<file path="src/rtl/ldb_pkg.sv">
`timescale 1ns / 1ps
// ----------------------------------------------------------------------------
// ldb_pkg: shared types and constants of the lockout debouncer
// Field widths, register reset values, register indexes, action codes and lane structs.
// ----------------------------------------------------------------------------
package ldb_pkg;

	// field widths
	localparam int NOW_W     = 32;
	localparam int LOCKOUT_W = 16;
	localparam int HOLD_W    = 32;
	localparam int BTN_W     = 3;
	localparam int MAP_W     = 7;
	localparam int CFG_IDX_W = 2;
	localparam int CFG_W     = 32;

	// register reset values
	localparam logic [LOCKOUT_W-1:0] LOCKOUT_MS_RST  = 16'd3;
	localparam logic [HOLD_W-1:0]    HOLD_MS_RST     = 32'd5000;
	localparam logic [BTN_W-1:0]     HOLD_BUTTON_RST = 3'd6;

	// register indexes
	typedef enum logic [CFG_IDX_W-1:0] {
		CFG_LOCKOUT_MS  = 2'd0,
		CFG_HOLD_MS     = 2'd1,
		CFG_HOLD_BUTTON = 2'd2
	} cfg_idx_t;

	// action codes
	localparam logic ACT_CHANGE = 1'b0;
	localparam logic ACT_POLL   = 1'b1;

	// broadcast from the top level to every lane
	typedef struct packed {
		logic                 strobe;
		logic                 level;
		logic [NOW_W-1:0]     now_ms;
		logic [LOCKOUT_W-1:0] lockout_ms;
	} lane_cmd_t;

	// status returned by one lane
	typedef struct packed {
		logic take;
		logic level_next;
	} lane_stat_t;

endpackage

</file>
<file path="src/rtl/ldb_cmd_if.sv">
`timescale 1ns / 1ps
// ----------------------------------------------------------------------------
// ldb_cmd_if: event channel
// Valid/ready channel that carries one change event or hold poll.
// ----------------------------------------------------------------------------
interface ldb_cmd_if;
	logic                       valid;
	logic                       ready;
	logic                       action;
	logic [ldb_pkg::BTN_W-1:0]  button_index;
	logic                       raw_pressed;
	logic [ldb_pkg::NOW_W-1:0]  now_ms;

	modport source (output valid, action, button_index, raw_pressed, now_ms, input ready);
	modport sink   (input valid, action, button_index, raw_pressed, now_ms, output ready);
endinterface

</file>
<file path="src/rtl/ldb_rsp_if.sv">
`timescale 1ns / 1ps
// ----------------------------------------------------------------------------
// ldb_rsp_if: result channel
// Valid/ready channel that carries the stable map and the bootloader flag.
// ----------------------------------------------------------------------------
interface ldb_rsp_if;
	logic                       valid;
	logic                       ready;
	logic [ldb_pkg::MAP_W-1:0]  pressed_map;
	logic                       enter_bootloader;

	modport source (output valid, pressed_map, enter_bootloader, input ready);
	modport sink   (input valid, pressed_map, enter_bootloader, output ready);
endinterface

</file>
<file path="src/rtl/ldb_lane.sv">
`timescale 1ns / 1ps
// ----------------------------------------------------------------------------
// ldb_lane: debounce state of one button
// Holds the stable level and the lockout deadline, takes a new level once
// the deadline has passed and the level differs.
// ----------------------------------------------------------------------------
module ldb_lane (
	input  logic                clk,
	input  logic                arst_n,
	input  logic                sel,
	input  ldb_pkg::lane_cmd_t  cmd,
	output ldb_pkg::lane_stat_t stat
);

	logic                      stable_q;
	logic [ldb_pkg::NOW_W-1:0] deadline_q;
	logic                      take;

	// accept a change past the deadline that really changes the level
	assign take = cmd.strobe && sel && (cmd.now_ms >= deadline_q) && (cmd.level != stable_q);

	assign stat.take       = take;
	assign stat.level_next = take ? cmd.level : stable_q;

	// stable level and deadline, wraps modulo 2^32
	always_ff @(posedge clk or negedge arst_n) begin
		if (!arst_n) begin
			stable_q   <= 1'b0;
			deadline_q <= '0;
		end else if (take) begin
			stable_q   <= cmd.level;
			deadline_q <= cmd.now_ms
				+ {{(ldb_pkg::NOW_W - ldb_pkg::LOCKOUT_W){1'b0}}, cmd.lockout_ms};
		end
	end

endmodule

</file>
<file path="src/rtl/lockout_debouncer_with_long_press.sv">
`timescale 1ns / 1ps
// ----------------------------------------------------------------------------
// lockout_debouncer_with_long_press: per-button debouncer with hold detect
// Lockout debouncer for BUTTON_COUNT buttons plus long-press timing on one
// configurable button; every transaction returns the stable pressed map.
//
//   channel  dir  payload                                   accepted when
//   cmd      in   action, button_index, raw_pressed, now_ms valid && ready
//   rsp      out  pressed_map, enter_bootloader             valid && ready
//   cfg      in   cfg_index, cfg_data                       cfg_write
//
// One transaction per cycle while rsp is not stalled; the accepting edge loads
// the input register, and the result register is then loaded from it through
// the compare/add logic once it is free or drains.
// cmd.ready drops only while both the input and result registers are full
// and rsp is stalled. Reset clears all button state and loads register
// defaults; no clearing pass is needed.
// ----------------------------------------------------------------------------
module lockout_debouncer_with_long_press #(
	parameter int BUTTON_COUNT = 7
) (
	input  logic                              clk,
	input  logic                              arst_n,
	input  logic                              cfg_write,
	input  logic [ldb_pkg::CFG_IDX_W-1:0]     cfg_index,
	input  logic [ldb_pkg::CFG_W-1:0]         cfg_data,
	ldb_cmd_if.sink                           cmd,
	ldb_rsp_if.source                         rsp
);

	// configuration registers
	logic [ldb_pkg::LOCKOUT_W-1:0] lockout_q;
	logic [ldb_pkg::HOLD_W-1:0]    hold_ms_q;
	logic [ldb_pkg::BTN_W-1:0]     hold_button_q;

	// input register
	logic                       valid_s1;
	logic                       action_s1;
	logic [ldb_pkg::BTN_W-1:0]  button_s1;
	logic                       raw_s1;
	logic [ldb_pkg::NOW_W-1:0]  now_s1;

	// hold tracking
	logic [ldb_pkg::NOW_W-1:0]  hold_start_q;
	logic                       hold_active_q;

	// result register
	logic                       rsp_valid_q;
	logic [ldb_pkg::MAP_W-1:0]  map_q;
	logic                       flag_q;

	logic                       advance;
	ldb_pkg::lane_cmd_t         lane_cmd;
	ldb_pkg::lane_stat_t        lane_stat [BUTTON_COUNT];
	logic [BUTTON_COUNT-1:0]    lane_sel;
	logic [BUTTON_COUNT-1:0]    hold_hit;
	logic                       hold_take;
	logic                       poll_flag;
	logic [ldb_pkg::MAP_W-1:0]  map_next;
	logic [ldb_pkg::NOW_W-1:0]  elapsed;

	// configuration writes
	always_ff @(posedge clk or negedge arst_n) begin
		if (!arst_n) begin
			lockout_q     <= ldb_pkg::LOCKOUT_MS_RST;
			hold_ms_q     <= ldb_pkg::HOLD_MS_RST;
			hold_button_q <= ldb_pkg::HOLD_BUTTON_RST;
		end else if (cfg_write) begin
			case (cfg_index)
				ldb_pkg::CFG_LOCKOUT_MS:  lockout_q     <= cfg_data[ldb_pkg::LOCKOUT_W-1:0];
				ldb_pkg::CFG_HOLD_MS:     hold_ms_q     <= cfg_data[ldb_pkg::HOLD_W-1:0];
				ldb_pkg::CFG_HOLD_BUTTON: hold_button_q <= cfg_data[ldb_pkg::BTN_W-1:0];
				default: ;
			endcase
		end
	end

	// handshake: stage 1 moves on when the result register is free or drains
	assign advance   = valid_s1 && (!rsp_valid_q || rsp.ready);
	assign cmd.ready = !valid_s1 || advance;

	// input register
	always_ff @(posedge clk or negedge arst_n) begin
		if (!arst_n) begin
			valid_s1 <= 1'b0;
		end else if (cmd.ready) begin
			valid_s1 <= cmd.valid;
		end
	end

	always_ff @(posedge clk) begin
		if (cmd.ready && cmd.valid) begin
			action_s1 <= cmd.action;
			button_s1 <= cmd.button_index;
			raw_s1    <= cmd.raw_pressed;
			now_s1    <= cmd.now_ms;
		end
	end

	// broadcast to the lanes
	assign lane_cmd.strobe     = advance && (action_s1 == ldb_pkg::ACT_CHANGE);
	assign lane_cmd.level      = raw_s1;
	assign lane_cmd.now_ms     = now_s1;
	assign lane_cmd.lockout_ms = lockout_q;

	// one lane per button; indexes beyond the count select nothing
	for (genvar i = 0; i < BUTTON_COUNT; i++) begin : g_lane
		assign lane_sel[i] = (32'(button_s1) == i);
		assign hold_hit[i] = (32'(hold_button_q) == i) && lane_stat[i].take;

		ldb_lane u_lane (
			.clk    (clk),
			.arst_n (arst_n),
			.sel    (lane_sel[i]),
			.cmd    (lane_cmd),
			.stat   (lane_stat[i])
		);
	end

	assign hold_take = |hold_hit;

	// pack the post-update levels, missing buttons read as released
	for (genvar k = 0; k < ldb_pkg::MAP_W; k++) begin : g_map
		if (k < BUTTON_COUNT) begin : g_bit
			assign map_next[k] = lane_stat[k].level_next;
		end else begin : g_zero
			assign map_next[k] = 1'b0;
		end
	end

	// hold start time, zero means none
	always_ff @(posedge clk or negedge arst_n) begin
		if (!arst_n) begin
			hold_start_q  <= '0;
			hold_active_q <= 1'b0;
		end else if (hold_take) begin
			if (raw_s1) begin
				if (hold_start_q == '0) begin
					hold_start_q <= (now_s1 == '0) ? ldb_pkg::NOW_W'(1) : now_s1;
				end
				hold_active_q <= 1'b1;
			end else begin
				hold_start_q  <= '0;
				hold_active_q <= 1'b0;
			end
		end
	end

	// modular elapsed time against the hold threshold
	assign elapsed   = now_s1 - hold_start_q;
	assign poll_flag = (action_s1 == ldb_pkg::ACT_POLL) && hold_active_q
		&& (hold_start_q != '0) && (elapsed >= hold_ms_q);

	// result register
	always_ff @(posedge clk or negedge arst_n) begin
		if (!arst_n) begin
			rsp_valid_q <= 1'b0;
		end else if (advance) begin
			rsp_valid_q <= 1'b1;
		end else if (rsp.ready) begin
			rsp_valid_q <= 1'b0;
		end
	end

	always_ff @(posedge clk) begin
		if (advance) begin
			map_q  <= map_next;
			flag_q <= poll_flag;
		end
	end

	assign rsp.valid            = rsp_valid_q;
	assign rsp.pressed_map      = map_q;
	assign rsp.enter_bootloader = flag_q;

endmodule

</file>
<file path="src/flat_wrapper.sv">
// flat-port wrapper written by rule: the top's interface ports become plain ports
module lockout_debouncer_with_long_press_flat 
#(
	parameter int BUTTON_COUNT = 7
)
  (clk, arst_n, cfg_write, cfg_index, cfg_data, cmd_valid, cmd_action, cmd_button_index, cmd_raw_pressed, cmd_now_ms, cmd_ready, rsp_valid, rsp_pressed_map, rsp_enter_bootloader, rsp_ready);
  ldb_cmd_if cmd_i ();
  ldb_rsp_if rsp_i ();
  input  logic clk;
  input  logic arst_n;
  input  logic cfg_write;
  input  logic [ldb_pkg::CFG_IDX_W-1:0] cfg_index;
  input  logic [ldb_pkg::CFG_W-1:0] cfg_data;
  input wire logic [$bits(cmd_i.valid)-1:0] cmd_valid;
  input wire logic [$bits(cmd_i.action)-1:0] cmd_action;
  input wire logic [$bits(cmd_i.button_index)-1:0] cmd_button_index;
  input wire logic [$bits(cmd_i.raw_pressed)-1:0] cmd_raw_pressed;
  input wire logic [$bits(cmd_i.now_ms)-1:0] cmd_now_ms;
  output wire logic [$bits(cmd_i.ready)-1:0] cmd_ready;
  output wire logic [$bits(rsp_i.valid)-1:0] rsp_valid;
  output wire logic [$bits(rsp_i.pressed_map)-1:0] rsp_pressed_map;
  output wire logic [$bits(rsp_i.enter_bootloader)-1:0] rsp_enter_bootloader;
  input wire logic [$bits(rsp_i.ready)-1:0] rsp_ready;
  assign cmd_i.valid = cmd_valid;
  assign cmd_i.action = cmd_action;
  assign cmd_i.button_index = cmd_button_index;
  assign cmd_i.raw_pressed = cmd_raw_pressed;
  assign cmd_i.now_ms = cmd_now_ms;
  assign cmd_ready = cmd_i.ready;
  assign rsp_valid = rsp_i.valid;
  assign rsp_pressed_map = rsp_i.pressed_map;
  assign rsp_enter_bootloader = rsp_i.enter_bootloader;
  assign rsp_i.ready = rsp_ready;
  lockout_debouncer_with_long_press #(.BUTTON_COUNT(BUTTON_COUNT)) u_core (.clk(clk), .arst_n(arst_n), .cfg_write(cfg_write), .cfg_index(cfg_index), .cfg_data(cfg_data), .cmd(cmd_i), .rsp(rsp_i));
endmodule
</file>
<file path="config.mk">
export PLATFORM = sky130hd
export DESIGN_NAME = lockout_debouncer_with_long_press_flat
export DESIGN_NICKNAME = d
export VERILOG_FILES = /design/src/rtl/ldb_pkg.sv /design/src/rtl/ldb_cmd_if.sv /design/src/rtl/ldb_rsp_if.sv /design/src/rtl/ldb_lane.sv /design/src/rtl/lockout_debouncer_with_long_press.sv /design/src/flat_wrapper.sv
export SDC_FILE = /design/constraint.sdc
export NUM_CORES = 1
export LEC_CHECK = 0
export BUFFER_PORTS_ARGS = -buffer_cell sky130_fd_sc_hd__clkbuf_2
export CAP_MARGIN = 5
export CELL_PAD_IN_SITES_DETAIL_PLACEMENT = 0
export CELL_PAD_IN_SITES_GLOBAL_PLACEMENT = 1
export CORE_MARGIN = 2
export CORE_UTILIZATION = 35
export DETAILED_ROUTE_END_ITERATION = 10
export MAX_ROUTING_LAYER = met4
export PLACE_DENSITY_LB_ADDON = 0.1
export SLEW_MARGIN = 0
export SYNTH_ARGS = -nofsm -noshare
export SYNTH_HDL_FRONTEND = slang
export SYNTH_HIERARCHICAL = 1
export SYNTH_SLANG_ARGS = --single-unit
</file>
<file path="constraint.sdc">
create_clock -name clk -period 6.11 [get_ports clk]
set_input_delay 0.611 -clock clk [delete_from_list [all_inputs] [get_ports clk]]
set_output_delay 0.611 -clock clk [all_outputs]
set_load 0.005 [all_outputs]
</file>
==> flow_metrics.py <==
metrics = {
    "floorplan": {
        "start_util": 0.353,
        "die_w_um": 292,
        "chipHeight_um": 292,
        "die_area_um2": 85000,
        "num_rows": 105,
        "core_um2": 82000,
        "io_pins": 86,
    },
    "detailed_routing": {
        "postRouteAntennaNets": 0,
        "dr.pass1.iters": 5,
        "num_vias": 24000,
        "first_iter_violations": 1165,
        "post_drt_wl_per_cell_um": 21.6,
        "drt_wl_total_mm": 96.3,
        "drcViolationCount": 0,
        "viasPerCell": 5.39,
    },
    "sta": {
        "max_freq_mhz": 208,
        "skew_ns": 0.0298,
        "slew_headroom": 0.259,
        "hold_violations": 0,
        "fin_crit_ns": 4.80,
        "setup_violations": 0,
        "tns_ns": 0,
        "period_share": 0.786,
        "finalMaxSlewViolations": 0,
        "worst_slew_pin_slew_ns": 1.11,
        "rsz0062_at_grt": "false",
    },
    "yosys": {
        "synth_cell_types": 90,
        "syn_inst": 3225,
        "async_flop_share": 0.876,
        "syn_area_per_cell_um2": 8.98,
        "syn_nets": 3708,
        "yosys-top-cells-count": "399 x ha_1, 373 x nand2_1, 350 x inv_1",
        "syn-cell-area_um2": 28900,
        "synth_flop_cell": "dfrtp_1",
        "synthTopCellsByArea": "dfrtp_1 27%, ha_1 17%, nand2_1 4.8%, edfxtp_1 4.7%, inv_1 4.5%",
        "synth-edff-count": 45,
        "synth_warnings": 6,
        "synth_area_leader_cell": "dfrtp_1",
        "seq_area_frac_synth": 0.321,
        "synth_top_area_share": 0.266,
        "ys_seq_elements": 362,
        "yosysMostFrequentCell": "ha_1",
    },
    "critical_path": {
        "crit_fanout": 4,
        "cp_data_arrival_time_ns": 5.14,
        "critPathRequiredTime_ns": 6.45,
        "cpLargestDelayFamily": "compound AO/OA/AOI/OAI gates",
        "critPathBufInv": 2,
        "cpMaxStageDelayCell": "edfxtp_1",
        "worst_path_most_repeated_cell": "a21oi_1",
        "worst-setup-path-type": "flop to flop",
        "path_cells": "inv_1 > ha_1 > inv_1 > fa_1 > a21o_1 > a22o_1 > o41ai_4 > nor3_2 > a211oi_4 > o41ai_2 > o221a_2 > a21oi_1 > xnor2_1 > ha_1 > a21o_1 > a21o_1 > a21oi_1 > nand2_1 > a21oi_1 > o21ai_1 > a21oi_1 > a2111oi_0 > a21boi_1",
        "max_stage_delay_ns": 0.40,
        "crit_path_end_kind": "flop",
        "crit_path_start_kind": "flop",
    },
    "placement": {
        "portBuffers": 85,
        "gp_congestion": 0.899,
        "dpl.hpwl_mm": 73.5,
    },
    "clock_network": {
        "cts_buffer_depth": 3,
        "clkSinkCount": 362,
        "htreeDepth": 2,
        "cts_buffers": 50,
        "cts-resized-gates": 0,
        "post_cts_buffers": 0,
        "cts_tree": "yes",
        "clk_pin_slew_ns": 0.07,
        "clk_latency_ns": 0.62,
        "cts_hold_buf": 1,
        "cts-root-buf": "clkbuf_16",
    },
    "layout": {
        "nets": 3831,
        "drive_above_1_share": 0.0988,
        "multiInputGateArea_um2": 18000,
        "utilization": 0.397,
        "area_delta_synth_final_pct": 12.5,
        "register_area_um2": 9300,
        "num-fill-cells": 8291,
    },
    "global_routing": {
        "overflow": 0,
        "groute.usage.overall": 0.233,
        "grt_pass1_wl_mm": 148,
        "antenna_found_initial": 1,
        "grt_pass1_vias": 24500,
        "grt_max_degree": 156,
    },
    "run_status": {
        "outcome": "complete, no violations",
    },
    "power": {
        "ir_worst_vdd_mv": 0.219,
        "pwr_density_cell_nw_per_um2": 345,
        "cellLeakagePower_uw": 0.0147,
    },
    "worst_hold_path": {
        "hold_path.class": "primary input to flop",
    },
    "job": {
        "max_cap_violations": 0,
    },
}
[metal layers]
layer	part of all wire	track usage
met4	0.030	0.0688
met1	0.43	0.277
met3	0.028	0.0224
met2	0.51	0.418
met5	0	-
[cells in the final DEF (no fill, tap or decap), drive strengths merged, types with 8 or more instances in the layout]
cell / n
and2: 11
inv: 354
clkbuf: 148
o21bai: 14
o21a: 15
a22o: 8
buf: 59
o21ai: 296
o211ai: 56
o311ai: 16
a21oi: 243
clkinv: 24
and3: 56
mux2: 95
nand4: 61
dfstp: 9
xnor2: 90
edfxtp: 45
nor4: 24
xor2: 133
ha: 399
o31ai: 11
o31a: 13
a211oi: 21
a21o: 65
fa: 8
nand3: 78
dfrtp: 308
o2111ai: 23
nand3b: 10
a31oi: 17
a221oi: 27
nor2: 145
nand2: 376
nor3: 35
a41oi: 9
[state kept, by name, indices dropped and copies added (netlist names)]
register and cells:
u_core/rsp.pressed_map 7, u_core/action_s1 1, u_core/hold_ms_q 32, u_core/valid_s1 1
u_core/hold_start_q 32, u_core/lockout_q 16, u_core/raw_s1 1, u_core/button_s1 3
u_core/rsp.enter_bootloader 1, u_core/hold_button_q 3, u_core/g_lane.u_lane/deadline_q 224, u_core/hold_active_q 1
u_core/g_lane.u_lane/stable_q 7, u_core/now_s1 32, u_core/rsp.valid 1
[cell families after synthesis]
kind of cell | after synthesis | share of synthesized area
fa+ha+maj | 407 | 0.178
xor+xnor | 223 | 0.0675
flops | 362 | 0.321
mux | 98 | 0.0415
buf+inv | 427 | 0.0622
simple gates | 835 | 0.135
compound gates | 873 | 0.195
[worst paths after layout]
| kind | to | slack (ns) | cells after the start | startpoint |
|---|---|---|---|---|
| worst min register to register | u_core/g_lane[3].u_lane/deadline_q[21] | 0.48 | 2 | u_core/g_lane[3].u_lane/deadline_q[21] |
| worst min-delay path | u_core/now_s1[5] | 0.17 | 1 | cmd_now_ms[5] |
| max in group asynchronous | u_core/g_lane[1].u_lane/deadline_q[17] | 4.27 | 3 | arst_n |
| min in group asynchronous | u_core/hold_ms_q[1] | 0.46 | 2 | arst_n |
| worst max register to register | u_core/rsp.enter_bootloader | 1.31 | 23 | u_core/now_s1[0] |
| worst max-delay path | u_core/rsp.enter_bootloader | 1.31 | 23 | u_core/now_s1[0] |
[worst reg2reg max path, delay by kind of cell, from the launching register on]
family / cells / cell delay (ns)
AO/OA/AOI/OAI: 15 / 2.96
adder cells (fa/ha/maj): 3 / 0.75
flip-flops: 1 / 0.40
AND/OR/NAND/NOR: 2 / 0.20
buffers and inverters: 2 / 0.12
XOR/XNOR: 1 / 0.10
[power breakdown]
part           switching [uW]  internal (uW)  total (uW)
logic                    2790           1910        4700
registers                 476           3020        3500
clock network            1240           1820        3060
[per-stage QoR]
step | instance area (um2) | cells | hold slack (ns) | worst slack, ns | power, uW
after floorplan | 28900 | 3225 | 0.315 | 1.57 | 6770
after global placement | 30900 | 4365 | 0.463 | 1.36 | 8160
after detailed placement | 30900 | 4365 | 0.470 | 1.28 | 8250
after CTS | 32600 | 4460 | 0.129 | 1.28 | 11400
after global routing | 32600 | 4460 | 0.144 | 0.888 | 12200
final | 32600 | 4461 | 0.169 | 1.31 | 11200
[final cells by class]
class	count	area share
diodes	1	0.0000768
clock inverters	30	0.00922
multi-input cells	2436	0.552
inverters	354	0.0408
well taps	1070	0.0411
flip-flops and latches	362	0.285
repair buffers	144	0.0290
clock buffers	64	0.0428
Note: power is estimated with default switching activity, not from simulation.
